### src/sv/trick_play_frame_selector_defines.svh
// Assertion helpers for the selector RTL.
`ifndef TRICK_PLAY_FRAME_SELECTOR_DEFINES_SVH
`define TRICK_PLAY_FRAME_SELECTOR_DEFINES_SVH

// Same-cycle implication, disabled during reset.
`define TPFS_ASSERT_NOW(label, clk, rst_n, ante, cons, msg) \
    label: assert property (@(posedge clk) disable iff (!rst_n) (ante) |-> (cons)) \
        else $error(msg);

// Next-cycle implication, disabled during reset.
`define TPFS_ASSERT_NEXT(label, clk, rst_n, ante, cons, msg) \
    label: assert property (@(posedge clk) disable iff (!rst_n) (ante) |=> (cons)) \
        else $error(msg);

`endif

### src/sv/tpfs_pkg.sv
package tpfs_pkg;

    localparam int TIME_WIDTH       = 64;
    localparam int DIGIT_WIDTH      = 4;
    localparam int NUM_DIGITS       = TIME_WIDTH / DIGIT_WIDTH;
    localparam int DIGIT_CNT_WIDTH  = $clog2(NUM_DIGITS);
    localparam int THR_WIDTH        = 32;
    localparam int SPEED_WIDTH      = 8;
    localparam int CFG_INDEX_WIDTH  = 1;
    localparam int CFG_DATA_WIDTH   = 32;

    localparam logic [1:0] KIND_HEADER = 2'd0;
    localparam logic [1:0] KIND_I      = 2'd1;
    localparam logic [1:0] KIND_P      = 2'd2;
    localparam logic [1:0] KIND_OTHER  = 2'd3;

    localparam logic [1:0] DEC_WAIT = 2'd0;
    localparam logic [1:0] DEC_PLAY = 2'd1;
    localparam logic [1:0] DEC_SKIP = 2'd2;

    localparam logic [CFG_INDEX_WIDTH-1:0] CFG_PLAY_SPEED     = 1'd0;
    localparam logic [CFG_INDEX_WIDTH-1:0] CFG_SYNC_THRESHOLD = 1'd1;

    localparam logic [SPEED_WIDTH-1:0] SPEED_ONE   = 8'd1;
    localparam logic [SPEED_WIDTH-1:0] SPEED_RESET = 8'd1;
    localparam logic [THR_WIDTH-1:0]   THR_RESET   = 32'd100;

    typedef struct packed {
        logic [1:0]            frame_kind;
        logic [TIME_WIDTH-1:0] frame_time;
        logic [TIME_WIDTH-1:0] reference_time;
    } t_frame;

    typedef struct packed {
        logic [1:0] decision;
        logic       resync;
        logic       restart_clock;
    } t_result;

    typedef struct packed {
        logic same;   // frame_time equals previous timestamp
        logic late;   // reference_time < frame_time
        logic over;   // reference_time - frame_time > threshold
    } t_scan_flags;

    typedef enum logic [1:0] {
        ST_IDLE,
        ST_RUN,
        ST_CFG
    } t_fsm;

endpackage

### src/sv/tpfs_stream_if.sv
interface tpfs_stream_if #(
    parameter type t_payload = logic
);
    logic     valid;
    logic     ready;
    t_payload payload;

    modport source (output valid, output payload, input ready);
    modport sink   (input valid, input payload, output ready);
endinterface

### src/sv/tpfs_time_scan.sv
module tpfs_time_scan
    import tpfs_pkg::*;
(
    input  logic                  i_clk,
    input  logic                  i_rst_n,
    input  logic                  i_start,
    input  logic [TIME_WIDTH-1:0] i_frame_time,
    input  logic [TIME_WIDTH-1:0] i_reference_time,
    input  logic [TIME_WIDTH-1:0] i_previous_time,
    input  logic [THR_WIDTH-1:0]  i_threshold,
    output logic                  o_done,
    output t_scan_flags           o_flags,
    output logic [TIME_WIDTH-1:0] o_frame_time
);

    logic                       r_busy;
    logic                       r_done;
    logic [DIGIT_CNT_WIDTH-1:0] r_cnt;
    logic [TIME_WIDTH-1:0]      r_ft;
    logic [TIME_WIDTH-1:0]      r_rt;
    logic [TIME_WIDTH-1:0]      r_prev;
    logic [THR_WIDTH-1:0]       r_thr;
    logic                       r_borrow;
    logic                       r_eq;
    logic                       r_gt;

    logic [DIGIT_WIDTH:0]   sub;
    logic [DIGIT_WIDTH-1:0] d_digit;
    logic [DIGIT_WIDTH-1:0] t_digit;
    logic                   last_digit;

    // LSB-first: rt - ft with ripple borrow, diff vs threshold by last differing digit
    assign sub = {1'b0, r_rt[DIGIT_WIDTH-1:0]} - {1'b0, r_ft[DIGIT_WIDTH-1:0]}
               - {{DIGIT_WIDTH{1'b0}}, r_borrow};
    assign d_digit    = sub[DIGIT_WIDTH-1:0];
    assign t_digit    = r_thr[DIGIT_WIDTH-1:0];
    assign last_digit = (r_cnt == DIGIT_CNT_WIDTH'(NUM_DIGITS - 1));

    always_ff @(posedge i_clk) begin
        if (!i_rst_n) begin
            r_busy <= 1'b0;
            r_done <= 1'b0;
            r_cnt  <= '0;
        end else if (i_start) begin
            r_busy <= 1'b1;
            r_done <= 1'b0;
            r_cnt  <= '0;
        end else if (r_busy) begin
            r_cnt <= r_cnt + 1'b1;
            if (last_digit) begin
                r_busy <= 1'b0;
                r_done <= 1'b1;
            end
        end
    end

    always_ff @(posedge i_clk) begin
        if (i_start) begin
            r_ft     <= i_frame_time;
            r_rt     <= i_reference_time;
            r_prev   <= i_previous_time;
            r_thr    <= i_threshold;
            r_borrow <= 1'b0;
            r_eq     <= 1'b1;
            r_gt     <= 1'b0;
        end else if (r_busy) begin
            // ft rotates so the whole word is back in place at the end
            r_ft     <= {r_ft[DIGIT_WIDTH-1:0], r_ft[TIME_WIDTH-1:DIGIT_WIDTH]};
            r_rt     <= r_rt >> DIGIT_WIDTH;
            r_prev   <= r_prev >> DIGIT_WIDTH;
            r_thr    <= r_thr >> DIGIT_WIDTH;
            r_borrow <= sub[DIGIT_WIDTH];
            r_eq     <= r_eq && (r_ft[DIGIT_WIDTH-1:0] == r_prev[DIGIT_WIDTH-1:0]);
            if (d_digit > t_digit) begin
                r_gt <= 1'b1;
            end else if (d_digit < t_digit) begin
                r_gt <= 1'b0;
            end
        end
    end

    assign o_done       = r_done;
    assign o_flags      = '{same: r_eq, late: r_borrow, over: r_gt};
    assign o_frame_time = r_ft;

endmodule

### src/sv/tpfs_serial_div.sv
module tpfs_serial_div #(
    parameter int DW = 16
) (
    input  logic          i_clk,
    input  logic          i_rst_n,
    input  logic          i_start,
    input  logic [DW-1:0] i_dividend,
    input  logic [DW:0]   i_divisor,
    output logic          o_done,
    output logic [DW-1:0] o_quotient
);

    localparam int CNT_W = $clog2(DW);

    logic             r_busy;
    logic             r_done;
    logic [CNT_W-1:0] r_cnt;
    logic [DW-1:0]    r_quo;
    logic [DW-1:0]    r_rem;
    logic [DW:0]      r_divisor;

    logic [DW:0] trial;
    logic [DW:0] diff;
    logic        ge;

    // restoring division, one quotient bit per cycle, dividend shifts out of r_quo
    assign trial = {r_rem, r_quo[DW-1]};
    assign diff  = trial - r_divisor;
    assign ge    = (trial >= r_divisor);

    always_ff @(posedge i_clk) begin
        if (!i_rst_n) begin
            r_busy <= 1'b0;
            r_done <= 1'b1;
            r_cnt  <= '0;
        end else if (i_start) begin
            r_busy <= 1'b1;
            r_done <= 1'b0;
            r_cnt  <= '0;
        end else if (r_busy) begin
            r_cnt <= r_cnt + 1'b1;
            if (r_cnt == CNT_W'(DW - 1)) begin
                r_busy <= 1'b0;
                r_done <= 1'b1;
            end
        end
    end

    always_ff @(posedge i_clk) begin
        if (i_start) begin
            r_quo     <= i_dividend;
            r_rem     <= '0;
            r_divisor <= i_divisor;
        end else if (r_busy) begin
            r_quo <= {r_quo[DW-2:0], ge};
            r_rem <= ge ? diff[DW-1:0] : trial[DW-1:0];
        end
    end

    assign o_done     = r_done;
    assign o_quotient = r_quo;

endmodule

### src/sv/trick_play_frame_selector.sv
// A result is registered when the 4-bit digit-serial timestamp scan (16 digits) and the
// one-bit-per-cycle divider, when started for an I frame, are both done and the output
// register is free; the block takes no new frame until that result is registered.
// A nonzero even play_speed write runs the divider; no frame is taken meanwhile.
// Reset: synchronous, active low; control registers and counters return to their reset values.
module trick_play_frame_selector
    import tpfs_pkg::*;
#(
    parameter int COUNT_WIDTH        = 16,
    parameter int INITIAL_GOP_LENGTH = 200
) (
    input  logic                       i_clk,
    input  logic                       i_rst_n,
    tpfs_stream_if.sink                i_frame,
    tpfs_stream_if.source              o_result,
    input  logic                       i_cfg_we,
    input  logic [CFG_INDEX_WIDTH-1:0] i_cfg_index,
    input  logic [CFG_DATA_WIDTH-1:0]  i_cfg_data
);

    `include "trick_play_frame_selector_defines.svh"

    localparam int CW = COUNT_WIDTH;

    // control and state
    t_fsm                    r_fsm, n_fsm;
    logic [SPEED_WIDTH-1:0]  r_speed, n_speed;
    logic [THR_WIDTH-1:0]    r_thr, n_thr;
    logic [CW-1:0]           r_p_count, n_p_count;
    logic [CW-1:0]           r_fsd, n_fsd;
    logic                    r_dropping, n_dropping;
    logic [TIME_WIDTH-1:0]   r_prev, n_prev;
    logic [CW-1:0]           r_gop, n_gop;
    logic [CW:0]             r_skip, n_skip;   // two's complement
    logic                    r_out_valid, n_out_valid;

    // per-item payload
    logic [1:0]              r_kind, n_kind;
    logic                    r_drop_i, n_drop_i;
    logic                    r_div_skip, n_div_skip;
    t_result                 r_out, n_out;

    // submodule hookup
    logic                    scan_start;
    logic                    scan_done;
    t_scan_flags             scan_flags;
    logic [TIME_WIDTH-1:0]   scan_ft;
    logic                    div_start;
    logic [CW-1:0]           div_dividend;
    logic [CW:0]             div_divisor;
    logic                    div_done;
    logic [CW-1:0]           div_quotient;
    logic                    frame_ready;

    // item decode
    t_frame                  frame;
    logic                    speed_pos;
    logic                    speed_gt1;
    logic [CW-1:0]           gop_new;
    logic [CW:0]             gop_inc;
    logic [CW:0]             speed_ext;
    logic                    drop_cond;

    // config decode
    logic [SPEED_WIDTH-1:0]  cfg_speed;
    logic [SPEED_WIDTH-1:0]  cfg_mag;
    logic                    cfg_one;
    logic                    cfg_even;

    // commit values
    logic [CW-1:0]           c_pc;
    logic [CW-1:0]           c_fsd;
    logic                    c_drop;
    logic [CW:0]             c_skip;
    logic                    skip_hit;
    t_result                 c_result;

    assign frame     = i_frame.payload;
    assign speed_pos = !r_speed[SPEED_WIDTH-1] && (r_speed != '0);
    assign speed_gt1 = speed_pos && (r_speed != SPEED_ONE);
    assign gop_new   = (r_p_count != '0) ? r_p_count : r_gop;
    assign gop_inc   = (CW+1)'(gop_new) + (CW+1)'(1);
    assign speed_ext = (CW+1)'(r_speed[SPEED_WIDTH-2:0]);
    assign drop_cond = speed_pos && (speed_ext > gop_inc);

    assign cfg_speed = i_cfg_data[SPEED_WIDTH-1:0];
    assign cfg_mag   = cfg_speed[SPEED_WIDTH-1] ? (~cfg_speed + 1'b1) : cfg_speed;
    assign cfg_one   = (cfg_speed == SPEED_ONE);
    assign cfg_even  = (cfg_speed != '0) && !cfg_speed[0];

    tpfs_time_scan u_scan (
        .i_clk            (i_clk),
        .i_rst_n          (i_rst_n),
        .i_start          (scan_start),
        .i_frame_time     (frame.frame_time),
        .i_reference_time (frame.reference_time),
        .i_previous_time  (r_prev),
        .i_threshold      (r_thr),
        .o_done           (scan_done),
        .o_flags          (scan_flags),
        .o_frame_time     (scan_ft)
    );

    tpfs_serial_div #(
        .DW (CW)
    ) u_div (
        .i_clk      (i_clk),
        .i_rst_n    (i_rst_n),
        .i_start    (div_start),
        .i_dividend (div_dividend),
        .i_divisor  (div_divisor),
        .o_done     (div_done),
        .o_quotient (div_quotient)
    );

    // counter and decision update for the item under work
    always_comb begin
        c_pc     = r_p_count;
        c_fsd    = r_fsd;
        c_drop   = r_dropping;
        c_skip   = r_skip;
        skip_hit = 1'b0;
        if (r_kind != KIND_HEADER) begin
            if (r_kind == KIND_I) begin
                c_pc = '0;
                if (speed_pos) begin
                    if (r_drop_i) begin
                        // quotient is the GOP drop rate here
                        c_skip = '1;
                        c_drop = 1'b1;
                        if (r_fsd != '0) begin
                            if (r_fsd < div_quotient) begin
                                skip_hit = 1'b1;
                            end else begin
                                c_fsd = '0;
                            end
                        end
                    end else begin
                        c_drop = 1'b0;
                        if (r_div_skip) begin
                            c_skip = {1'b0, div_quotient};
                        end
                        if (c_skip[CW] || (c_skip == '0)) begin
                            skip_hit = 1'b1;
                        end
                    end
                end
            end else if (r_kind == KIND_P) begin
                if (!scan_flags.same) begin
                    c_pc = (&r_p_count) ? r_p_count : r_p_count + 1'b1;
                end
                if (r_dropping) begin
                    skip_hit = 1'b1;
                end
            end
            if (!scan_flags.same) begin
                c_fsd = (&c_fsd) ? c_fsd : c_fsd + 1'b1;
            end
            if (speed_gt1 && !c_drop && (c_skip[CW] || (c_pc >= c_skip[CW-1:0]))) begin
                skip_hit = 1'b1;
            end
        end

        c_result = '{decision: DEC_PLAY, resync: 1'b0, restart_clock: 1'b0};
        if (r_kind == KIND_HEADER) begin
            c_result.restart_clock = 1'b1;
        end else if (skip_hit) begin
            c_result.decision = DEC_SKIP;
        end else if (scan_flags.late) begin
            c_result.decision = DEC_WAIT;
        end else begin
            c_result.resync = scan_flags.over;
        end
    end

    always_comb begin
        n_fsm        = r_fsm;
        n_speed      = r_speed;
        n_thr        = r_thr;
        n_p_count    = r_p_count;
        n_fsd        = r_fsd;
        n_dropping   = r_dropping;
        n_prev       = r_prev;
        n_gop        = r_gop;
        n_skip       = r_skip;
        n_out_valid  = r_out_valid && !o_result.ready;
        n_kind       = r_kind;
        n_drop_i     = r_drop_i;
        n_div_skip   = r_div_skip;
        n_out        = r_out;
        scan_start   = 1'b0;
        div_start    = 1'b0;
        div_dividend = '0;
        div_divisor  = '0;
        frame_ready  = 1'b0;

        case (r_fsm)
            ST_IDLE: begin
                frame_ready = !i_cfg_we;
                if (i_frame.valid && !i_cfg_we) begin
                    scan_start = 1'b1;
                    n_kind     = frame.frame_kind;
                    n_drop_i   = 1'b0;
                    n_div_skip = 1'b0;
                    n_fsm      = ST_RUN;
                    if (frame.frame_kind == KIND_I) begin
                        n_gop = gop_new;
                        if (drop_cond) begin
                            div_start    = 1'b1;
                            div_dividend = speed_ext[CW-1:0];
                            div_divisor  = gop_inc;
                            n_drop_i     = 1'b1;
                        end else if (speed_pos && (r_p_count != '0)) begin
                            div_start    = 1'b1;
                            div_dividend = gop_new;
                            div_divisor  = speed_ext;
                            n_div_skip   = 1'b1;
                        end
                    end
                end
            end
            ST_RUN: begin
                if (scan_done && div_done && (!r_out_valid || o_result.ready)) begin
                    n_p_count   = c_pc;
                    n_fsd       = c_fsd;
                    n_dropping  = c_drop;
                    n_skip      = c_skip;
                    n_prev      = scan_flags.same ? r_prev : scan_ft;
                    n_out       = c_result;
                    n_out_valid = 1'b1;
                    n_fsm       = ST_IDLE;
                end
            end
            ST_CFG: begin
                if (div_done) begin
                    n_skip = {1'b0, div_quotient};
                    n_fsm  = ST_IDLE;
                end
            end
            default: begin
                n_fsm = ST_IDLE;
            end
        endcase

        // the user must write only between items (not enforced); accepted speed writes override a pending one
        if (i_cfg_we) begin
            case (i_cfg_index)
                CFG_PLAY_SPEED: begin
                    if (cfg_one) begin
                        n_speed = SPEED_ONE;
                        n_skip  = {1'b0, r_gop};
                        n_fsm   = ST_IDLE;
                    end else if (cfg_even) begin
                        n_speed      = cfg_speed;
                        div_start    = 1'b1;
                        div_dividend = r_gop;
                        div_divisor  = (CW+1)'(cfg_mag);
                        n_fsm        = ST_CFG;
                    end
                end
                CFG_SYNC_THRESHOLD: begin
                    n_thr = i_cfg_data[THR_WIDTH-1:0];
                end
                default: begin
                end
            endcase
        end
    end

    always_ff @(posedge i_clk) begin
        if (!i_rst_n) begin
            r_fsm       <= ST_IDLE;
            r_speed     <= SPEED_RESET;
            r_thr       <= THR_RESET;
            r_p_count   <= '0;
            r_fsd       <= '0;
            r_dropping  <= 1'b0;
            r_prev      <= '0;
            r_gop       <= CW'(INITIAL_GOP_LENGTH);
            r_skip      <= (CW+1)'(INITIAL_GOP_LENGTH);
            r_out_valid <= 1'b0;
        end else begin
            r_fsm       <= n_fsm;
            r_speed     <= n_speed;
            r_thr       <= n_thr;
            r_p_count   <= n_p_count;
            r_fsd       <= n_fsd;
            r_dropping  <= n_dropping;
            r_prev      <= n_prev;
            r_gop       <= n_gop;
            r_skip      <= n_skip;
            r_out_valid <= n_out_valid;
        end
    end

    always_ff @(posedge i_clk) begin
        r_kind     <= n_kind;
        r_drop_i   <= n_drop_i;
        r_div_skip <= n_div_skip;
        r_out      <= n_out;
    end

    assign i_frame.ready    = frame_ready;
    assign o_result.valid   = r_out_valid;
    assign o_result.payload = r_out;

    `TPFS_ASSERT_NOW(a_resync_only_on_play, i_clk, i_rst_n, o_result.valid && o_result.payload.resync, o_result.payload.decision == DEC_PLAY && !o_result.payload.restart_clock, "resync on a result that is not a clock-checked play")
    `TPFS_ASSERT_NOW(a_restart_plays, i_clk, i_rst_n, o_result.valid && o_result.payload.restart_clock, o_result.payload.decision == DEC_PLAY, "header beat not played")
    `TPFS_ASSERT_NEXT(a_accept_starts_scan, i_clk, i_rst_n, i_frame.valid && i_frame.ready, r_fsm == ST_RUN && !scan_done, "accepted beat did not start the timestamp scan")

endmodule

### src/flat_wrapper.sv
// flat-port wrapper written by rule: the top's interface ports become plain ports
module trick_play_frame_selector_flat import tpfs_pkg::*;
#(
    parameter int COUNT_WIDTH        = 16,
    parameter int INITIAL_GOP_LENGTH = 200
)
  (i_clk, i_rst_n, i_cfg_we, i_cfg_index, i_cfg_data, i_frame_valid, i_frame_payload, i_frame_ready, o_result_valid, o_result_payload, o_result_ready);
  tpfs_stream_if #(.t_payload(t_frame)) i_frame_i ();
  tpfs_stream_if #(.t_payload(t_result)) o_result_i ();
  input  logic i_clk;
  input  logic i_rst_n;
  input  logic i_cfg_we;
  input  logic [CFG_INDEX_WIDTH-1:0] i_cfg_index;
  input  logic [CFG_DATA_WIDTH-1:0] i_cfg_data;
  input wire logic [$bits(i_frame_i.valid)-1:0] i_frame_valid;
  input wire logic [$bits(i_frame_i.payload)-1:0] i_frame_payload;
  output wire logic [$bits(i_frame_i.ready)-1:0] i_frame_ready;
  output wire logic [$bits(o_result_i.valid)-1:0] o_result_valid;
  output wire logic [$bits(o_result_i.payload)-1:0] o_result_payload;
  input wire logic [$bits(o_result_i.ready)-1:0] o_result_ready;
  assign i_frame_i.valid = i_frame_valid;
  assign i_frame_i.payload = i_frame_payload;
  assign i_frame_ready = i_frame_i.ready;
  assign o_result_valid = o_result_i.valid;
  assign o_result_payload = o_result_i.payload;
  assign o_result_i.ready = o_result_ready;
  trick_play_frame_selector #(.COUNT_WIDTH(COUNT_WIDTH), .INITIAL_GOP_LENGTH(INITIAL_GOP_LENGTH)) u_core (.i_clk(i_clk), .i_rst_n(i_rst_n), .i_frame(i_frame_i), .o_result(o_result_i), .i_cfg_we(i_cfg_we), .i_cfg_index(i_cfg_index), .i_cfg_data(i_cfg_data));
endmodule
### config.mk
export PLATFORM = sky130hd
export DESIGN_NAME = trick_play_frame_selector_flat
export DESIGN_NICKNAME = d
export VERILOG_FILES = /design/src/sv/tpfs_pkg.sv /design/src/sv/tpfs_stream_if.sv /design/src/sv/tpfs_time_scan.sv /design/src/sv/tpfs_serial_div.sv /design/src/sv/trick_play_frame_selector.sv /design/src/flat_wrapper.sv
export VERILOG_INCLUDE_DIRS = /design/src /design/src/sv
export SDC_FILE = /design/constraint.sdc
export NUM_CORES = 1
export LEC_CHECK = 0
export ABC_AREA = 1
export BUFFER_PORTS_ARGS = -buffer_cell sky130_fd_sc_hd__buf_2
export CORE_MARGIN = 2
export CORE_UTILIZATION = 35
export CTS_CLUSTER_DIAMETER = 100
export DETAILED_ROUTE_END_ITERATION = 8
export GPL_ROUTABILITY_DRIVEN = 0
export HOLD_SLACK_MARGIN = 0.1
export SLEW_MARGIN = 20
export SYNTH_ARGS = -nofsm -noshare
export SYNTH_HDL_FRONTEND = slang
export SYNTH_HIERARCHICAL = 1
export SYNTH_SLANG_ARGS = --single-unit
export TNS_END_PERCENT = 100
### constraint.sdc
create_clock -name i_clk -period 9.9 [get_ports i_clk]
set_clock_uncertainty 0.2 [all_clocks]
set_input_delay 0 -clock i_clk [delete_from_list [all_inputs] [get_ports i_clk]]
set_output_delay 0 -clock i_clk [all_outputs]
set_load 0.02 [all_outputs]
==> Implementation_results.wiki <==
{| class="wikitable"
! Metric !! Value
|-
| Outcome || finished, final reports clean
|-
| Pins over their slew limit || 0
|-
| Data required, critical path || roughly 10 ns
|-
| Post-CTS Setup Repair Bufs || 0
|-
| Peak clock frequency supported by timing || 159 MHz
|-
| Vias || between 20000 and 25000
|-
| Pin count of the biggest net entering global routing || between 90 and 100
|-
| Share of Yosys cell area claimed by the top area cell type || around a third
|-
| Maxcap violations || 0
|-
| Seq/Total Area, Yosys || between 40% and 50%
|-
| Hold Crit Depth || 4
|-
| Switching component of the power || between 1 and 1.5 mW
|-
| Remaining routing DRC violations || 0
|-
| Clock slew at reported path FFs || 0.06 ns
|-
| Depth of the CTS H-tree || 2
|-
| Biggest area consumer among synthesized cells || edfxtp_1
|-
| Core outline area || 70100 sq um
|-
| Count of cells along the worst register-to-register path || 32
|-
| Die height || roughly 270 um
|-
| Sequential fraction of design power || 45.9%
|-
| Number of global-route vias before repair || approximately 22000
|-
| CTS tree || done
|-
| PostCTS Resize Cnt || 0
|-
| First-pass GRT wire length || approximately 120000 um
|-
| Cts-stage hold buffer count || ~340
|-
| Setup crit end kind || flip-flop
|-
| Most frequent standard cell in the layout excluding fill and tap cells || nand2_1
|-
| Static power due to leakage || 14.0 nW
|-
| Most frequent cells in the layout || 1185 x nand2_1, 337 x dlygate4sd3_1, 310 x inv_1
|-
| Final Critical Period || between 6 and 7 ns
|-
| Data arrival time of the critical path || around 6.6 ns
|-
| Grt total ovfl || 0
|-
| DRT iter0 DRCs || about 2000
|-
| DIE AREA || about 73000 sq um
|-
| Share of post-route cells with drive strength above 1 || a little under 10%
|-
| Most used cell along the critical path || nand2_1
|-
| Routed length per instance || 15.9 um
|-
| 1st-pass router iterations || 6
|-
| Capture endpoint of the worst hold path || u_core/r_speed[4]$_SDFFE_PN0P_
|-
| Transition time at the pin with the least slew margin || around 1.1 ns
|-
| Clock root buffer || clkbuf_16
|-
| Startpoint of the worst-slack reg-to-reg timing path || u_core/r_p_count[1]$_SDFFE_PN0P_
|-
| Total of flip-flops plus latches after synthesis || 469
|-
| Num CTS Buffers || 53
|-
| Critical Path Fanout Max || 23
|-
| Drt via density || a little under 5
|-
| Setup TNS || 0 ns
|-
| Logic pwr share || between 10% and 20%
|-
| Core occupancy in the finished layout || 44.9%
|-
| Cell area after synthesis || approximately 25000 sq um
|-
| Number of enable-type register cells in the synthesized netlist || 265
|-
| Count of final hold-check violations || 0
|-
| Critical path startpoint category || flip-flop
|-
| Worst-case headroom to the max-slew limit || between 20 and 30%
|-
| Clock latency reported for the late side of the worst-skew pair || 0.61 ns
|-
| X dimension of the die || 270 um
|-
| Post-synth ARST share || 0%
|-
| IO Port Bufs || about 170
|-
| Global-route usage over all layers || between 10% and 20%
|-
| Classification of the worst-slack hold path || in -> reg
|-
| Period utilisation layout || 63.5%
|-
| Most used flip-flop cell after synthesis || edfxtp_1
|-
| Switching share of power || a little over a quarter
|-
| FF-to-FF End || u_core/u_div/r_rem[0]$_SDFFE_PP0P_
|-
| Initial antenna violation count || 4
|-
| Clock tree sinks || between 400 and 500
|-
| Slowest stage delay, CP || about 0.60 ns
|-
| Layout net count || slightly below 4000
|-
| DRT antenna net count || 0
|-
| IO Pins || 174
|-
| Setup repair after global routing missed its margin || no
|-
| Buffer levels on the longest clock path || 3
|-
| Average instance area after synthesis || ~7.7 sq um
|-
| Finish-stage setup viols || 0
|-
| Critical setup path kind || reg -> reg
|-
| Area grow syn2layout || 26.9%
|-
| Number of different library cells in the post-synthesis netlist || between 50 and 60
|-
| Worst-path cell with the longest stage delay || nor2_1
|-
| Internal power || approximately 3.7 mW
|-
| Total power divided by cell area || about 160 nW/um^2
|-
| Hold slack final || about 0.12 ns
|-
| Cells after synthesis || 3203
|-
| Final wirelength || approximately 74000 um
|-
| Power share of the clock group || between 40 and 50%
|-
| Ranking of synthesized cells by area || edfxtp_1 32%, nand2_1 18%, dfxtp_1 16%
|-
| Slack of the worst reg-to-reg path || between 3 and 4 ns
|-
| Total of fill cells in the finished design || between 6000 and 7000
|-
| Placement row count || 97
|-
| Sum of net half-perimeters after detailed placement || 45400 um
|-
| Maximum vdd drop || 0.000135 V
|-
| Final Power || ~5.0 mW
|-
| Launch instance of the worst min-delay path || i_cfg_data[4]
|-
| Count of warnings emitted by yosys || 6
|-
| Starting Density || a little over a third
|}
==> per-layer routing <==
| metal | global-route usage (%) | vias up | wire, um |
|---|---|---|---|
| li1 | - | 11300 | - |
| met1 | 27.2 | 10500 | 33500 |
| met2 | 31.4 | 678 | 33700 |
| met3 | 3.08 | 146 | 4290 |
| met4 | 6.48 | 0 | 2170 |
| met5 | 0 | - | 0 |
==> sequential cells by signal (all words and copies together) (netlist names), 17 cells and up <==
register,count
u_core/r_prev,64
u_core/u_scan/r_rt,64
u_core/u_scan/r_prev,64
u_core/u_scan/r_thr,32
u_core/u_scan/o_frame_time,64
u_core/r_skip,17
u_core/u_div/r_divisor,17
u_core/r_thr,32
==> worst max-delay path: cells and delay by family (launching register included) <==
family,cells,cell delay (ns)
AOI/OAI and AO/OA,5,0.95
adders and majority gates,3,0.71
buffers and inverters,5,0.89
DFF,1,0.33
and+or+nand+nor,19,3.08
==> how the worst max path moves through the flow <==
stage                                     start                                   end  slack, ns  cells past startpoint
2_1_floorplan  u_core/r_p_count[1]$_SDFFE_PN0P_  u_core/u_div/o_quotient[0]$_DFFE_PP_       5.08                     32
3_3_place_gp   u_core/r_p_count[1]$_SDFFE_PN0P_  u_core/u_div/o_quotient[4]$_DFFE_PP_       3.81                     31
3_5_place_dp   u_core/r_p_count[1]$_SDFFE_PN0P_    u_core/u_div/r_rem[2]$_SDFFE_PP0P_       3.73                     32
4_1_cts        u_core/r_p_count[1]$_SDFFE_PN0P_    u_core/u_div/r_rem[0]$_SDFFE_PP0P_       3.70                     32
5_1_grt        u_core/r_p_count[1]$_SDFFE_PN0P_    u_core/u_div/r_rem[0]$_SDFFE_PP0P_       3.02                     32
6_report       u_core/r_p_count[1]$_SDFFE_PN0P_    u_core/u_div/r_rem[0]$_SDFFE_PP0P_       3.62                     32
==> cell families after synthesis <==
family	count (synthesis)	share of synthesized area [%]
compound gates	467	9.92
xor+xnor	16	0.565
simple gates	1700	28.6
buf+inv	470	8.27
flops	469	48.5
other cells	1	0.0151
fa+ha+maj	80	4.13
==> cell type report <==
cell class,instances,area (sq um),share of cell area (%)
flip-flops and latches,469,12000,38.3
repair buffers,531,4400,14.0
clock buffers,75,1620,5.13
diodes,4,10.0,0.0318
multi-input cells,2272,10800,34.3
well taps,940,1180,3.74
inverters,320,1210,3.83
clock inverters,24,234,0.744
==> power groups by stage <==
stage | combinational, mW | clock, mW | sequential [mW]
6_report | 0.668 | 2.05 | 2.31
2_1_floorplan | 0.396 | 0 | 2.33
4_1_cts | 0.653 | 2.09 | 2.30
3_3_place_gp | 0.545 | 0 | 2.34
3_5_place_dp | 0.548 | 0 | 2.34
5_1_grt | 0.746 | 2.17 | 2.32
==> cell usage after synthesis, types with 2 or more instances <==
| master | count |
|---|---|
| nand3b_1 | 16 |
| nor3_1 | 21 |
| nor2_4 | 4 |
| nor2_2 | 19 |
| buf_1 | 8 |
| nand2_2 | 25 |
| o21ai_0 | 210 |
| o21bai_1 | 4 |
| ha_1 | 77 |
| fa_1 | 3 |
| nor4_1 | 14 |
| a21oi_1 | 192 |
| inv_1 | 310 |
| and2_1 | 3 |
| nand3_1 | 170 |
| clkinv_1 | 4 |
| o21a_1 | 3 |
| edfxtp_1 | 265 |
| buf_4 | 11 |
| nand2_1 | 1186 |
| a31oi_1 | 21 |
| xnor2_1 | 6 |
| inv_2 | 5 |
| xor2_1 | 10 |
| buf_6 | 24 |
| nor2_1 | 187 |
| clkbuf_1 | 76 |
| nand4_1 | 37 |
| o21ai_2 | 3 |
| o211ai_1 | 13 |
| nand3_2 | 9 |
| o21ai_1 | 12 |
| buf_2 | 29 |
| dfxtp_1 | 204 |
| o31ai_1 | 2 |
| and3_1 | 3 |
==> through the flow <==
stage	setup slack, ns	std cells	cell area (sq um)
2_1_floorplan	5.08	3211	24800
3_3_place_gp	3.81	4195	26200
3_5_place_dp	3.73	4195	26200
4_1_cts	3.70	4631	31500
5_1_grt	3.02	4634	31500
6_report	3.62	4635	31500
Power figures use the tool's default switching activity.
